**src/rtl/core/dsa_pkg.sv**
```systemverilog
// Shared types and constants for the debounced status alerter.
// Used by dsa_debounce and debounced_status_alerter; depends on nothing.
package dsa_pkg;

  localparam int unsigned CountW      = 8;
  localparam int unsigned CooldownW   = 16;
  localparam int unsigned CfgIdxW     = 2;
  localparam int unsigned CfgDataW    = 16;
  localparam int unsigned ViewerBitsDef = 8;

  localparam logic [CountW-1:0]    HealthNeededRst   = 8'd3;
  localparam logic [CountW-1:0]    ViewerNeededRst   = 8'd3;
  localparam logic [CountW-1:0]    ExitNeededRst     = 8'd3;
  localparam logic [CooldownW-1:0] CooldownTicksRst  = 16'd0;

  localparam logic [CfgIdxW-1:0] RegHealthNeeded = 2'd0;
  localparam logic [CfgIdxW-1:0] RegViewerNeeded = 2'd1;
  localparam logic [CfgIdxW-1:0] RegExitNeeded   = 2'd2;
  localparam logic [CfgIdxW-1:0] RegCooldown     = 2'd3;

  typedef enum logic [1:0] {
    AlertHealthUp   = 2'd0,
    AlertHealthDown = 2'd1,
    AlertViewers    = 2'd2,
    AlertServerExit = 2'd3
  } alert_kind_e;

endpackage

```
**src/rtl/core/dsa_debounce.sv**
```systemverilog
// Sample-count debouncer for one status signal of configurable width.
// Depends on dsa_pkg for the run counter width.
module dsa_debounce import dsa_pkg::*; #(
  parameter int unsigned Width = 1
) (
  input  logic              clk_i,
  input  logic              rst_ni,
  input  logic              step_i,
  input  logic              load_i,
  input  logic [Width-1:0]  sample_i,
  input  logic [CountW-1:0] needed_i,
  output logic [Width-1:0]  stable_d_o,
  output logic              changed_o
);

  logic [Width-1:0]  stable_q, stable_d;
  logic [Width-1:0]  pending_q, pending_d;
  logic [CountW-1:0] run_q, run_d;
  logic [CountW-1:0] limit;
  logic              fire;

  assign limit = (needed_i == '0) ? CountW'(1) : needed_i;

  always_comb begin
    stable_d  = stable_q;
    pending_d = pending_q;
    run_d     = run_q;
    fire      = 1'b0;
    if (load_i) begin
      stable_d  = sample_i;
      pending_d = sample_i;
      run_d     = '0;
    end else begin
      if (sample_i == stable_q) begin
        run_d = '0;
      end else if (sample_i == pending_q) begin
        if (run_q != '1) begin
          run_d = run_q + CountW'(1);
        end
      end else begin
        pending_d = sample_i;
        run_d     = CountW'(1);
      end
      if (run_d >= limit) begin
        fire     = 1'b1;
        stable_d = pending_d;
        run_d    = '0;
      end
    end
  end

  assign changed_o  = fire && (stable_d != stable_q);
  assign stable_d_o = stable_d;

  always_ff @(posedge clk_i or negedge rst_ni) begin
    if (!rst_ni) begin
      stable_q  <= '0;
      pending_q <= '0;
      run_q     <= '0;
    end else if (step_i) begin
      stable_q  <= stable_d;
      pending_q <= pending_d;
      run_q     <= run_d;
    end
  end

endmodule

```
**src/rtl/core/debounced_status_alerter.sv**
```systemverilog
// Top level of the debounced status alerter: config registers, three debouncers,
// the shared alert cooldown and the result group register; uses dsa_pkg and dsa_debounce.
// The results of an item are registered and appear in the cycle after it is accepted.
// One item per cycle while each item raises at most one alert and the output is not stalled;
// an item raising several alerts holds the output, and stalls the input, until its last alert is taken.
// Reset clears all state but the result data and restores the configuration defaults.
module debounced_status_alerter import dsa_pkg::*; #(
  parameter int unsigned VIEWER_BITS = ViewerBitsDef
) (
  input  logic                   clk_i,
  input  logic                   rst_ni,
  input  logic                   cfg_we_i,
  input  logic [CfgIdxW-1:0]     cfg_idx_i,
  input  logic [CfgDataW-1:0]    cfg_data_i,
  input  logic                   in_valid_i,
  output logic                   in_ready_o,
  input  logic                   health_ok_i,
  input  logic                   server_up_i,
  input  logic [VIEWER_BITS-1:0] viewers_now_i,
  input  logic                   stop_asked_i,
  output logic                   out_valid_o,
  input  logic                   out_ready_i,
  output logic [1:0]             alert_kind_o,
  output logic [VIEWER_BITS-1:0] stable_viewers_o,
  output logic                   last_alert_o
);

  logic [CountW-1:0]    health_needed_q, viewer_needed_q, exit_needed_q;
  logic [CooldownW-1:0] cooldown_ticks_q;
  logic                 started_q;
  logic [CooldownW-1:0] cooldown_q, cooldown_d;
  logic [CooldownW-1:0] cd_dec, cd_after_h, cd_after_v;
  logic                 in_fire, out_fire, load;

  logic                   health_stable_d, health_chg;
  logic                   server_stable_d, server_chg;
  logic [VIEWER_BITS-1:0] viewers_stable_d;
  logic                   viewers_chg;
  logic                   issue_h, issue_v, issue_s;

  logic [2:0]             mask_q, mask_d, mask_rest;
  logic                   health_up_q;
  logic [VIEWER_BITS-1:0] viewers_q;
  alert_kind_e            kind;

  always_ff @(posedge clk_i or negedge rst_ni) begin
    if (!rst_ni) begin
      health_needed_q  <= HealthNeededRst;
      viewer_needed_q  <= ViewerNeededRst;
      exit_needed_q    <= ExitNeededRst;
      cooldown_ticks_q <= CooldownTicksRst;
    end else if (cfg_we_i) begin
      case (cfg_idx_i)
        RegHealthNeeded: health_needed_q  <= cfg_data_i[CountW-1:0];
        RegViewerNeeded: viewer_needed_q  <= cfg_data_i[CountW-1:0];
        RegExitNeeded:   exit_needed_q    <= cfg_data_i[CountW-1:0];
        RegCooldown:     cooldown_ticks_q <= cfg_data_i[CooldownW-1:0];
        default: ;
      endcase
    end
  end

  assign in_fire  = in_valid_i && in_ready_o;
  assign out_fire = out_valid_o && out_ready_i;
  assign load     = !started_q;

  dsa_debounce #(.Width(1)) u_health (
    .clk_i, .rst_ni,
    .step_i     (in_fire),
    .load_i     (load),
    .sample_i   (health_ok_i),
    .needed_i   (health_needed_q),
    .stable_d_o (health_stable_d),
    .changed_o  (health_chg)
  );

  dsa_debounce #(.Width(VIEWER_BITS)) u_viewers (
    .clk_i, .rst_ni,
    .step_i     (in_fire),
    .load_i     (load),
    .sample_i   (viewers_now_i),
    .needed_i   (viewer_needed_q),
    .stable_d_o (viewers_stable_d),
    .changed_o  (viewers_chg)
  );

  dsa_debounce #(.Width(1)) u_server (
    .clk_i, .rst_ni,
    .step_i     (in_fire),
    .load_i     (load),
    .sample_i   (server_up_i),
    .needed_i   (exit_needed_q),
    .stable_d_o (server_stable_d),
    .changed_o  (server_chg)
  );

  // The cooldown is decremented first, then each alert in turn may issue
  // and reload it, so later alerts of the same item see the reloaded value.
  // A one-bit server change to stopped means it was running before.
  always_comb begin
    cd_dec  = (cooldown_q == '0) ? '0 : cooldown_q - CooldownW'(1);
    issue_h = !load && health_chg && (cd_dec == '0);
    cd_after_h = issue_h ? cooldown_ticks_q : cd_dec;
    issue_v = !load && viewers_chg && (cd_after_h == '0);
    cd_after_v = issue_v ? cooldown_ticks_q : cd_after_h;
    issue_s = !load && server_chg && !server_stable_d &&
              !stop_asked_i && (cd_after_v == '0);
    cooldown_d = issue_s ? cooldown_ticks_q : cd_after_v;
  end

  always_ff @(posedge clk_i or negedge rst_ni) begin
    if (!rst_ni) begin
      started_q  <= 1'b0;
      cooldown_q <= '0;
    end else if (in_fire) begin
      started_q  <= 1'b1;
      cooldown_q <= cooldown_d;
    end
  end

  // Result group: one pending bit per alert, drained lowest bit first.
  always_comb begin
    kind      = AlertHealthUp;
    mask_rest = mask_q;
    if (mask_q[0]) begin
      kind         = health_up_q ? AlertHealthUp : AlertHealthDown;
      mask_rest[0] = 1'b0;
    end else if (mask_q[1]) begin
      kind         = AlertViewers;
      mask_rest[1] = 1'b0;
    end else if (mask_q[2]) begin
      kind         = AlertServerExit;
      mask_rest[2] = 1'b0;
    end
  end

  assign out_valid_o      = |mask_q;
  assign alert_kind_o     = kind;
  assign stable_viewers_o = viewers_q;
  assign last_alert_o     = (mask_rest == '0);
  assign in_ready_o       = !out_valid_o || (out_ready_i && last_alert_o);

  always_comb begin
    mask_d = mask_q;
    if (out_fire) begin
      mask_d = mask_rest;
    end
    if (in_fire) begin
      mask_d = {issue_s, issue_v, issue_h};
    end
  end

  always_ff @(posedge clk_i or negedge rst_ni) begin
    if (!rst_ni) begin
      mask_q <= '0;
    end else begin
      mask_q <= mask_d;
    end
  end

  always_ff @(posedge clk_i) begin
    if (in_fire) begin
      health_up_q <= health_stable_d;
      viewers_q   <= viewers_stable_d;
    end
  end

endmodule

```
**config.mk**
```make
export PLATFORM = sky130hd
export DESIGN_NAME = debounced_status_alerter
export DESIGN_NICKNAME = d
export VERILOG_FILES = /design/src/rtl/core/dsa_pkg.sv /design/src/rtl/core/dsa_debounce.sv /design/src/rtl/core/debounced_status_alerter.sv
export SDC_FILE = /design/constraint.sdc
export NUM_CORES = 1
export LEC_CHECK = 0
export ABC_AREA = 1
export BUFFER_PORTS_ARGS = -buffer_cell sky130_fd_sc_hd__buf_4
export CORE_UTILIZATION = 51
export CTS_BUF_LIST = sky130_fd_sc_hd__clkbuf_8
export DETAILED_ROUTE_END_ITERATION = 6
export PLACE_DENSITY = 0.69
export SYNTH_ARGS = -nofsm -noshare
export SYNTH_HDL_FRONTEND = slang
export SYNTH_HIERARCHICAL = 1
export SYNTH_SLANG_ARGS = --single-unit
```
**constraint.sdc**
```tcl
create_clock -name clk_i -period 7.4 [get_ports clk_i]
set_clock_uncertainty 0.05 [all_clocks]
set_input_delay 1.48 -clock clk_i [delete_from_list [all_inputs] [get_ports clk_i]]
set_output_delay 1.48 -clock clk_i [all_outputs]
set_load 0.1 [all_outputs]
```
==> flow_summary.yaml <==
outcome:
  status: "completed"
critical_path:
  r2r_cells: 32
  path_class: "in -> reg"
  worstSetupEndpointType: "register"
  critPathRequiredTime_ns: 7.67
  slowest_delay_ns: 0.35
  critPathMostFrequentCell: "nand2_1"
  arrival_ns: 6.31
  start_kind: "input port"
  cp_slowest_cell: "nor3_1"
  crit_fanout: 17
place:
  io_buffers: 46
  dp_hpwl_um: 15400
  place_congestion: 0.917
  post-place-ws_ns: 0.985
synthesis:
  synth-seq-cells: 113
  synth_seq_area_share_pct: 35.1
  ys.flop_type: "dfrtp_1"
  synth-compound-area-share_pct: 11.1
  synth_top_area_share_pct: 29.9
  synthDistinctLibCells: 52
  synthSimpleGateAreaFrac_pct: 36.9
  netlist_top_cells_count: "nand2_1, inv_1, nand3_1, nor2_1, dfrtp_1"
  syn_avg_cell_area_sq_um: 6.77
  synth_enable_flop_cells: 9
  synth.mux.area_fraction_pct: 0
  yosysMostFrequentCell: "nand2_1"
  synthAdderAreaFrac_pct: 4.27
  ys_warn_count: 6
  synth.net_count: 1274
  synth_top_cell_by_area: "dfrtp_1"
  synth_top_family_by_area: "simple AND/OR/NAND/NOR gates"
  synthTopCellsByArea: "dfrtp_1, nand2_1, inv_1"
  async_flop_share_pct: 92.0
  synth_xor_area_share_pct: 0.961
  netlist_area_sq_um: 8210
  synth_cells: 1212
global_routing:
  grt_pass1_wl_um: 34300
  grt_use_total_pct: 26.5
  grt_max_degree: 68
  grt_overflow_total: 0
  antenna_found_initial: 0
  grt_pass1_vias: 7164
power_and_ir_drop:
  fin_total_pwr_mw: 2.99
  power.density_nw_per_um2: 328
  ir_drop_uv: 238
  leakagePower_nw: 4.99
floorplan:
  die_w_um: 129
  die_area_sq_um: 16600
  rows: 46
  initial_core_util_pct: 52.0
  core_sq_um: 15800
  dieHeight_um: 129
  ioPinCount: 47
clock_network:
  cts.path.max_buffers: 2
  ctsHtreeMaxLevel: 4
  post-cts-setup-buffers: 0
  numCtsBuffers: 17
  root_buffer: "clkbuf_8"
  clk_latency_ns: 0.45
  clk_transition_reported_paths_ns: 0.08
  tritoncts: "yes"
  cts_resized: 0
  postCtsHoldBufs: 0
  cts.sinks: 113
finish:
  syn_to_final_growth_pct: 11.1
  drive_above_1_share_pct: 14.1
  num-nets-final: 1318
  antennaDiodeCount: 0
sta:
  rsz0062_at_grt: "no"
  worst-slew-pin-transition_ns: 1.09
  setup_slack_ns: 1.36
  period_minus_slack_ns: 6.04
  fmax_ghz: 0.166
  finalSetupViolations: 0
  setup-tns-final_ns: 0
  min_period_over_period_pct: 81.6
  slew_viol_final: 0
  slew-limit-headroom_pct: 27.3
  hold_viol: 0
hold_path:
  hold_class: "reg -> reg"
  hold_path_depth: 2
route:
  ant_nets: 0
  routed_wl_um: 20200
  first_iter_violations: 519
  drcViolationCount: 0
  vias: 7603
  vias_per_cell: 5.12
  wl_per_cell_um: 13.6
  firstDrtPassIters: 7
run:
  maxCapViolations: 0
kinds of logic after synthesis:
group | after synthesis
simple gates | 667
xor+xnor | 9
flops | 113
buf+inv | 244
compound gates | 151
fa+ha+maj | 28
final timing paths:
kind                               startpoint            endpoint  slack (ns)
max in group asynchronous              rst_ni    exit_needed_q[3]        5.09
max                          viewers_now_i[5]           mask_q[2]        1.36
min                        health_needed_q[0]  health_needed_q[0]        0.44
min in group asynchronous              rst_ni      cooldown_q[14]        0.96
max reg2reg                u_viewers/run_q[1]           mask_q[2]        2.09
min reg2reg                health_needed_q[0]  health_needed_q[0]        0.44
placed cells by master (no fill, tap or decap), types with 6 or more instances in the layout:
cell and instances:
clkbuf_8 18, nor2_2 11, buf_4 49, nor2_1 99, xor2_1 6, o21ai_1 8, nand4_1 18, ha_1 28
dfrtp_1 98, nor2_4 8, a21oi_1 27, inv_2 19, o22ai_1 16, inv_1 200, nand2_2 24, nand3_1 116
a31oi_1 10, edfxtp_1 9, dfstp_2 6, nand2_1 361, o21ai_0 58, o21ai_2 6
through the flow:
step           hold slack, ns  util (%)  cell area [sq um]  cells
3_5_place_dp            0.423      55.2               8710   1453
4_1_cts                 0.444      57.8               9120   1485
3_3_place_gp            0.418      55.2               8710   1453
2_1_floorplan           0.399         -               8210   1212
5_1_grt                 0.461      57.8               9120   1485
6_report                0.444      57.8               9120   1485
area by class of cell:
class                           instances  area [sq um]
Clock buffer                           18           248
Clock inverter                         14           159
Fill cell                            1559          6650
Inverter                              220           826
Multi-Input combinational cell        855          4370
Sequential cell                       113          2880
Tap cell                              216           270
Timing Repair Buffer                   49           368
state kept, by name (all words and copies together), names as in the netlist:
name / flops
u_health/pending_q: 1
health_up_q: 1
cooldown_q: 16
u_server/run_q: 8
u_viewers/pending_q: 8
u_viewers/stable_q: 8
exit_needed_q: 8
started_q: 1
u_health/run_q: 8
u_server/stable_q: 1
u_health/stable_q: 1
stable_viewers_o: 8
viewer_needed_q: 8
health_needed_q: 8
cooldown_ticks_q: 16
mask_q: 3
u_viewers/run_q: 8
u_server/pending_q: 1
metal layers:
layer / track usage [%] / share of wire [%]
met2: 43.4 / 47
met3: 4.70 / 4.3
met5: 0 / 0
met4: 8.17 / 1.5
met1: 35.7 / 47
power breakdown:
group / switching, mW / internal, mW / leakage, nW
sequential: 0.142 / 0.787 / 1.38
clock: 0.288 / 0.312 / 0.188
combinational: 1.04 / 0.428 / 3.42
total: 1.47 / 1.53 / 4.99
worst max-delay path, delay by kind of cell:
family                   cells  cell delay [ns]
AO/OA/AOI/OAI                3             0.70
buffers and inverters        4             0.34
adder cells (fa/ha/maj)      1             0.31
AND/OR/NAND/NOR             26             3.49
(Power assumes the default switching activity.)
